## src/rtl/lpl_pkg.sv

```systemverilog
// ----------------------------------------------------------------------------
// lpl_pkg
// Shared widths, register indexes, reset values and the command and status
// structs that join the limiter controller to its datapath.
// ----------------------------------------------------------------------------
package lpl_pkg;

   localparam int SAMPLE_W   = 16;
   localparam int CV_W       = 16;
   localparam int GAIN_W     = 16;
   localparam int THR_W      = 16;
   localparam int COEF_W     = 16;
   localparam int LOOK_W     = 11;
   localparam int CSR_IDX_W  = 8;
   localparam int CSR_DATA_W = 16;
   localparam int T2_W       = THR_W + 3;
   localparam int DIV_STEPS  = 15;
   localparam int DIV_CNT_W  = 4;

   localparam logic [CSR_IDX_W-1:0] CSR_THRESHOLD_LEVEL     = CSR_IDX_W'(0);
   localparam logic [CSR_IDX_W-1:0] CSR_RELEASE_COEFFICIENT = CSR_IDX_W'(1);
   localparam logic [CSR_IDX_W-1:0] CSR_LOOKAHEAD_SAMPLES   = CSR_IDX_W'(2);

   localparam logic [THR_W-1:0]  THR_RESET  = THR_W'(31130);
   localparam logic [COEF_W-1:0] COEF_RESET = COEF_W'(65508);
   localparam logic [LOOK_W-1:0] LOOK_RESET = LOOK_W'(240);
   localparam logic [GAIN_W-1:0] UNITY      = GAIN_W'(32768);
   localparam logic [THR_W-1:0]  THR_MIN    = THR_W'(3277);

   localparam logic signed [T2_W-1:0] THR2_MIN = T2_W'(6554);
   localparam logic signed [T2_W-1:0] THR2_MAX = T2_W'(65536);

   typedef struct packed {
      logic clear;
      logic accept;
      logic scan;
      logic div_init;
      logic div_step;
      logic gain_mul;
      logic gain_upd;
      logic out_mul;
      logic finish;
   } lpl_cmd_type;

   typedef struct packed {
      logic clear_done;
      logic scan_done;
      logic limited;
      logic div_done;
      logic out_free;
   } lpl_status_type;

endpackage

```

## src/rtl/lpl_ctrl.sv

```systemverilog
// ----------------------------------------------------------------------------
// lpl_ctrl
// Sequencer: clear pass, sample transfer, window scan, gain divide,
// envelope update, output multiply and result hand-off.
// ----------------------------------------------------------------------------
module lpl_ctrl
   import lpl_pkg::*;
(
   input  logic           clock,
   input  logic           reset,
   input  logic           req_valid,
   output logic           req_ready,
   input  lpl_status_type status,
   output lpl_cmd_type    cmd
);

   localparam logic [2:0] ST_CLEAR    = 3'd0;
   localparam logic [2:0] ST_IDLE     = 3'd1;
   localparam logic [2:0] ST_SCAN     = 3'd2;
   localparam logic [2:0] ST_DIVIDE   = 3'd3;
   localparam logic [2:0] ST_GAIN_MUL = 3'd4;
   localparam logic [2:0] ST_GAIN_UPD = 3'd5;
   localparam logic [2:0] ST_OUT_MUL  = 3'd6;
   localparam logic [2:0] ST_FINISH   = 3'd7;

   logic [2:0] state_ff;
   logic [2:0] state_in;

   always_comb begin
      state_in  = state_ff;
      cmd       = '0;
      req_ready = 1'b0;
      case (state_ff)
         ST_CLEAR: begin
            cmd.clear = 1'b1;
            if (status.clear_done) begin
               state_in = ST_IDLE;
            end
         end
         ST_IDLE: begin
            req_ready = 1'b1;
            if (req_valid) begin
               cmd.accept = 1'b1;
               state_in   = ST_SCAN;
            end
         end
         ST_SCAN: begin
            cmd.scan = 1'b1;
            if (status.scan_done) begin
               cmd.div_init = 1'b1;
               state_in     = ST_DIVIDE;
            end
         end
         ST_DIVIDE: begin
            if (!status.limited || status.div_done) begin
               state_in = ST_GAIN_MUL;
            end else begin
               cmd.div_step = 1'b1;
            end
         end
         ST_GAIN_MUL: begin
            cmd.gain_mul = 1'b1;
            state_in     = ST_GAIN_UPD;
         end
         ST_GAIN_UPD: begin
            cmd.gain_upd = 1'b1;
            state_in     = ST_OUT_MUL;
         end
         ST_OUT_MUL: begin
            cmd.out_mul = 1'b1;
            state_in    = ST_FINISH;
         end
         ST_FINISH: begin
            if (status.out_free) begin
               cmd.finish = 1'b1;
               state_in   = ST_IDLE;
            end
         end
         default: begin
            state_in = ST_CLEAR;
         end
      endcase
   end

   always_ff @(posedge clock) begin
      if (reset) begin
         state_ff <= ST_CLEAR;
      end else begin
         state_ff <= state_in;
      end
   end

`ifndef ASSERT_OFF
   a_one_item: assert property (@(posedge clock) disable iff (reset)
      cmd.accept |=> !req_ready)
      else $error("second transfer taken while an item is in flight");
   a_finish_free: assert property (@(posedge clock) disable iff (reset)
      cmd.finish |-> status.out_free)
      else $error("result loaded over an untaken result");
`endif

endmodule

```

## config.mk

```make
export PLATFORM = sky130hd
export DESIGN_NAME = lpl_ctrl
export DESIGN_NICKNAME = d
export VERILOG_FILES = /design/src/rtl/lpl_pkg.sv /design/src/rtl/lpl_ctrl.sv
export SDC_FILE = /design/constraint.sdc
export NUM_CORES = 1
export LEC_CHECK = 0
export ABC_AREA = 1
export BUFFER_PORTS_ARGS = -buffer_cell sky130_fd_sc_hd__buf_2
export CAP_MARGIN = 10
export CORE_AREA = 5 5 42 44
export CTS_CLUSTER_DIAMETER = 30
export DETAILED_ROUTE_END_ITERATION = 6
export DIE_AREA = 0 0 47 49
export PLACE_DENSITY = 0.51
export REMOVE_ABC_BUFFERS = 1
export SKIP_CTS_REPAIR_TIMING = 1
export SKIP_LAST_GASP = 1
export SLEW_MARGIN = 30
export SYNTH_ARGS = -nofsm -noshare
export SYNTH_HDL_FRONTEND = slang
export SYNTH_SLANG_ARGS = --single-unit
```

## constraint.sdc

```tcl
create_clock -name clock -period 1.7 [get_ports clock]
set_clock_uncertainty 0.2 [all_clocks]
set_input_delay 0.34 -clock clock [delete_from_list [all_inputs] [get_ports clock]]
set_output_delay 0.34 -clock clock [all_outputs]
set_load 0.02 [all_outputs]
```

==> results of run 1 <==
## cells by family (layout without fill, tap and decap cells)
family	Yosys count	count (layout)	share of synthesized area, %
AO/OA/AOI/OAI	4	4	10.4
flip-flops	3	3	19.2
AND/OR/NAND/NOR	34	34	54.0
buffers and inverters	13	35	16.4
## cell usage after synthesis (all sizes together)
cell type / number
inv: 12
clkinv: 1
o21ai: 1
nor3: 2
a21oi: 1
dfxtp: 3
a21boi: 1
nand2: 10
o21bai: 1
nand3: 7
nor2: 15
## worst min-delay path by stage
stage,startpoint,to,slack [ps],cells after the start
finish,reset,state_ff[0],150,4
global route,reset,state_ff[1],180,4
floorplan,reset,state_ff[1],300,3
global placement,reset,state_ff[1],400,4
detailed placement,reset,state_ff[0],400,4
CTS,reset,state_ff[0],150,4
## cell type report
type,count,area (um^2),share of cell area [%]
Clock buffer,4,26.3,5.71
Timing Repair Buffer,18,95.1,20.7
Tap cell,16,20.0,4.35
Inverter,13,51.3,11.1
Sequential cell,3,66.3,14.4
Multi-Input combinational cell,38,201,43.7
## metrics by stage
stage,hold slack [ps],TNS [ps],worst slack (ps),std cells,total power [mW]
2_1_floorplan,304,0,166,54,0.449
5_1_grt,180,-145,-73.1,92,0.767
6_report,152,0,44.0,92,0.704
3_5_place_dp,403,0,187,88,0.572
4_1_cts,151,-147,-78.4,92,0.705
3_3_place_gp,403,0,170,88,0.579
## layer usage
metal  track usage (%)  vias up  routed length [um]
met3              1.11        2                  66
met1              8.13      151                 336
met4              6.45        0                  15
met5                 0        -                   0
met2              9.28       15                 342
li1                  -      210                   -
## power breakdown
part           switching, mW  leakage (nW)  internal [mW]  total, mW
clock network         0.0384        0.0150         0.0881      0.126
registers             0.0400        0.0261          0.105      0.145
logic                  0.266         0.232          0.166      0.432
total                  0.344         0.273          0.360      0.704
## worst min-delay path: stages
cell and delay, ps:
buf_2 70, inv_1 50, nand2_1 60, nor2_1 30
==> metrics.csv, run 1 <==
stage,metric,value,unit
power_and_ir_drop,P_leak,0.273,nW
layout,Syn-to-layout area delta,47.2,%
worst_setup_path,Worst R2R Path Depth,7,
floorplan,I/O pins,18,
cts,clock latency on the worst-skew pair,230,ps
routing,DRC Markers,0,
worst_setup_path,WP data arrival,1120,ps
logic_synthesis,cell count after synthesis,54,
layout,"leading cell type in the layout, fill and taps excluded",buf_2,
worst_setup_path,CP max-delay cell,dfxtp_2,
placement,IO buf count,17,
routing,Vias per Instance,4.11,
layout,Ant. Diodes,0,
layout,Post-Layout Inst Area,460,um^2
layout,fin nets,85,
cts,H-tree depth,1,
layout,# fillers,165,
logic_synthesis,area share of the largest cell type after synthesis,19.2,%
routing,average routed wire per standard cell,8.27,um
floorplan,die extent in x,47,um
routing,total length of routed wires,761,um
sta,unrepaired setup endpoints after global routing,yes,
sta,Tightest Pin Transition,231,ps
layout,max FFs per register,3,
sta,Tcrit/Tclk final,97.4,%
worst_setup_path,worst-path cell chain,inv_2 > nor2_1 > nand2_1 > nor2_1 > buf_2,
worst_setup_path,CP max stage delay,350,ps
routing,initial DRC count,6,
layout,Reg with most FFs,state_ff,
floorplan,num rows,14,
worst_setup_path,Crit. path cell count,5,
worst_setup_path,Worst R2R Start,state_ff[0],
sta,final hold vios,0,
worst_setup_path,critical path startpoint category,flop,
worst_setup_path,CP endpoint kind,output port,
power_and_ir_drop,VDD IR max,0.635,mV
cts,Clock Pin Slew Worst Setup and Hold Paths,40,ps
worst_setup_path,"delay-heaviest family, CP",flip-flops,
routing,DR pass1 iterations,4,
global_route,largest net degree at the start of global routing,9,
logic_synthesis,#FFs+latches synth,3,
placement,routability cong.,0.803,
worst_setup_path,internal reg-to-reg setup slack,390,ps
worst_setup_path,Setup crit start,state_ff[1],
cts,clk buf depth,2,
cts,CTS root buf,clkbuf_4,
cts,CTS tree,done,
global_route,initial antenna violation count,0,
worst_setup_path,R2R Path End,state_ff[2],
logic_synthesis,Yosys warning count,0,
cts,clock sinks,3,
placement,area of placed instances,425,um^2
floorplan,die footprint,2300,um^2
sta,Slew HR,84.4,%
outcome,status,finished clean,
power_and_ir_drop,Power Dens Cells,1530,nW/um^2
worst_setup_path,worst endpoint required time,1160,ps
floorplan,core area,1400,um^2
logic_synthesis,Mean Syn Cell Area,5.79,um^2
job,max-cap viol count,0,
sta,Final Setup Violations,0,
worst_setup_path,crit-path most repeated cell,nor2_1,
sta,Slew Limit Fails,0,
min_path,Hold WC Path Type,input port to flop,
layout,utilization after layout,32.9,%
global_route,number of global-route vias before repair,307,
worst_setup_path,CP Buf/Inv Count,2,
sta,Fmax,604,MHz
floorplan,Starting Density,22.3,%
layout,layout cells sized above 1,48.7,%
global_route,gr ovfl total,0,
sta,min cycle time layout,1660,ps
logic_synthesis,Post-Syn Area,313,um^2
routing,Detail Route Antenna Nets,0,
global_route,Global Route Usage Sum,6.69,%
worst_setup_path,Crit Path Class,flop to output port,
global_route,global-route wire length before repair,1110,um
layout,most frequent cells in the layout,"buf_2, nor2_1, inv_1, nand2_1, nand3_1",
logic_synthesis,"area leader, netlist",dfxtp_1,
worst_setup_path,crit path max fanout,5,
logic_synthesis,sequential cell area fraction in the yosys report,19.2,%
cts,CTS buffer count,3,
placement,Post-DP HPWL,638,um
logic_synthesis,post-synth cell types,17,
logic_synthesis,main area contributors after synthesis,"dfxtp_1, nor2_1, nand3_2",
routing,Vias,378,
floorplan,Die Y,49,um
worst_setup_path,worst setup path end,cmd[5],
layout,top flop regs,state_ff x3,
Power figures use the tool's default switching activity.
==> run 2: changes to the inputs <==
--- a/config.mk
+++ b/config.mk
@@ -6,13 +6,13 @@
 export NUM_CORES = 1
 export LEC_CHECK = 0
 export ABC_AREA = 1
-export BUFFER_PORTS_ARGS = -buffer_cell sky130_fd_sc_hd__buf_2
 export CAP_MARGIN = 10
 export CORE_AREA = 5 5 42 44
 export CTS_CLUSTER_DIAMETER = 30
 export DETAILED_ROUTE_END_ITERATION = 6
 export DIE_AREA = 0 0 47 49
-export PLACE_DENSITY = 0.51
+export DONT_BUFFER_PORTS = 1
+export PLACE_DENSITY = 0.4
 export REMOVE_ABC_BUFFERS = 1
 export SKIP_CTS_REPAIR_TIMING = 1
 export SKIP_LAST_GASP = 1
==> run 2 against run 1 <==
Effect of this change: sequential power barely moved; die area did not move; final cell count fell by 13%; critical path depth fell by 2; clock-buffer cell count did not move; cell area fell by 8.2%; via count fell by 11%; core utilization fell by 2.7 points; non-clock buffer count fell by 12; largest power group unchanged; highest routed layer unchanged.
==> metrics.csv, run 2 (synthesis gave the netlist of run 1 again) <==
stage,metric,value,unit
layout,# fillers,172,
floorplan,die footprint,2300,um^2
cts,CTS buffer count,3,
layout,most frequent cells in the layout,"nor2_1, inv_1, nand2_1",
power_and_ir_drop,P_leak,0.221,nW
floorplan,Starting Density,22.3,%
sta,Final Setup Violations,0,
layout,layout cells sized above 1,42.2,%
global_route,largest net degree at the start of global routing,9,
worst_setup_path,critical path startpoint category,flop,
layout,utilization after layout,30.2,%
sta,Slew Limit Fails,0,
worst_setup_path,Worst R2R Path Depth,8,
placement,routability cong.,0.750,
routing,total length of routed wires,793,um
cts,CTS tree,done,
global_route,gr ovfl total,0,
global_route,Global Route Usage Sum,8.44,%
min_path,Hold Path Cell Cnt,3,
worst_setup_path,Worst R2R Start,state_ff[0],
cts,clk buf depth,2,
global_route,grt met1 use,10.7,%
job,max-cap viol count,0,
power_and_ir_drop,Power Dens Cells,1620,nW/um^2
global_route,global-route wire length before repair,1390,um
worst_setup_path,worst endpoint required time,1160,ps
worst_setup_path,CP endpoint kind,output port,
min_path,Worst Hold Launch,reset,
layout,Post-Layout Inst Area,423,um^2
layout,top flop regs,state_ff x3,
power_and_ir_drop,VDD IR max,0.553,mV
worst_setup_path,WP data arrival,1150,ps
outcome,status,finished clean,
routing,Detail Route Antenna Nets,0,
worst_setup_path,worst-path cell chain,nor2_1 > inv_1 > nor2_2,
layout,Reg with most FFs,state_ff,
worst_setup_path,Crit Path Class,flop to output port,
layout,max FFs per register,3,
global_route,gr busiest metal,met2,
sta,Slew HR,82.5,%
worst_setup_path,R2R Path End,state_ff[0],
floorplan,I/O pins,18,
min_path,Worst Hold Path EP,state_ff[1],
worst_setup_path,CP max stage delay,340,ps
routing,average routed wire per standard cell,9.91,um
sta,Tcrit/Tclk final,99.3,%
cts,CTS root buf,clkbuf_4,
global_route,met3 usage in global routing,1.85,%
sta,final hold slack,62.9,ps
placement,IO buf count,0,
min_path,Hold WC Path Type,input port to flop,
placement,Post-DP HPWL,675,um
global_route,global routing usage on met2,10.9,%
layout,area of the multi-input gates,211,um^2
routing,Vias,335,
layout,Syn-to-layout area delta,35.2,%
layout,Ant. Diodes,0,
floorplan,num rows,14,
sta,Tightest Pin Transition,263,ps
layout,fin nets,73,
cts,clock latency on the worst-skew pair,240,ps
global_route,initial antenna violation count,0,
routing,DR pass1 iterations,2,
placement,area of placed instances,378,um^2
worst_setup_path,CP max-delay cell,dfxtp_2,
sta,final hold vios,0,
cts,Clock Pin Slew Worst Setup and Hold Paths,40,ps
worst_setup_path,crit path max fanout,7,
cts,H-tree depth,1,
sta,unrepaired setup endpoints after global routing,yes,
sta,setup TNS,0,ps
routing,Vias per Instance,4.19,
routing,initial DRC count,3,
cts,clock sinks,3,
floorplan,die extent in x,47,um
layout,register area,66.3,um^2
layout,"leading cell type in the layout, fill and taps excluded",nor2_1,
global_route,number of global-route vias before repair,326,
floorplan,Die Y,49,um
floorplan,core area,1400,um^2
sta,min cycle time layout,1690,ps
worst_setup_path,internal reg-to-reg setup slack,400,ps
routing,DRC Markers,0,
sta,Fmax,593,MHz
-- run 2: per-stage QoR --
stage | worst slack [ps] | power, mW | instances
6_report | 12.3 | 0.686 | 80
5_1_grt | -53.2 | 0.746 | 80
4_1_cts | -99.6 | 0.675 | 80
3_5_place_dp | 158 | 0.541 | 76
3_3_place_gp | 152 | 0.548 | 76
2_1_floorplan | 166 | 0.449 | 54
-- run 2: worst max-delay path: cells and delay by family, from the launching register on --
family	cells	cell delay, ps
DFF	1	340
buffers and inverters	1	130
and+or+nand+nor	2	440
-- run 2: worst max-delay path by stage --
stage               slack, ps   startpoint  endpoint
finish                     10  state_ff[0]    cmd[8]
global route              -50  state_ff[0]    cmd[0]
CTS                      -100  state_ff[0]    cmd[8]
detailed placement        160  state_ff[0]    cmd[8]
global placement          150  state_ff[0]    cmd[8]
floorplan                 170  state_ff[2]    cmd[1]
-- run 2: area by class of cell --
cell class | count | share of cell area (%)
timing repair buffer | 6 | 10.7
sequential | 3 | 15.7
tap | 16 | 4.73
inverter | 13 | 12.7
clock buffer | 4 | 6.21
multi-input combinational | 38 | 50.0
-- run 2: power by group --
part	switching, mW	internal, mW	leakage (nW)	total [mW]
Sequential	0.0408	0.103	0.0261	0.143
Combinational	0.276	0.140	0.180	0.416
Clock	0.0381	0.0880	0.0150	0.126
Total	0.355	0.331	0.221	0.686
-- run 2: routing by layer --
metal | up-vias | share of wire (%)
met1 | 135 | 41
met2 | 14 | 48
li1 | 184 | -
met5 | - | 0
met4 | 0 | 1.5
met3 | 2 | 8.4
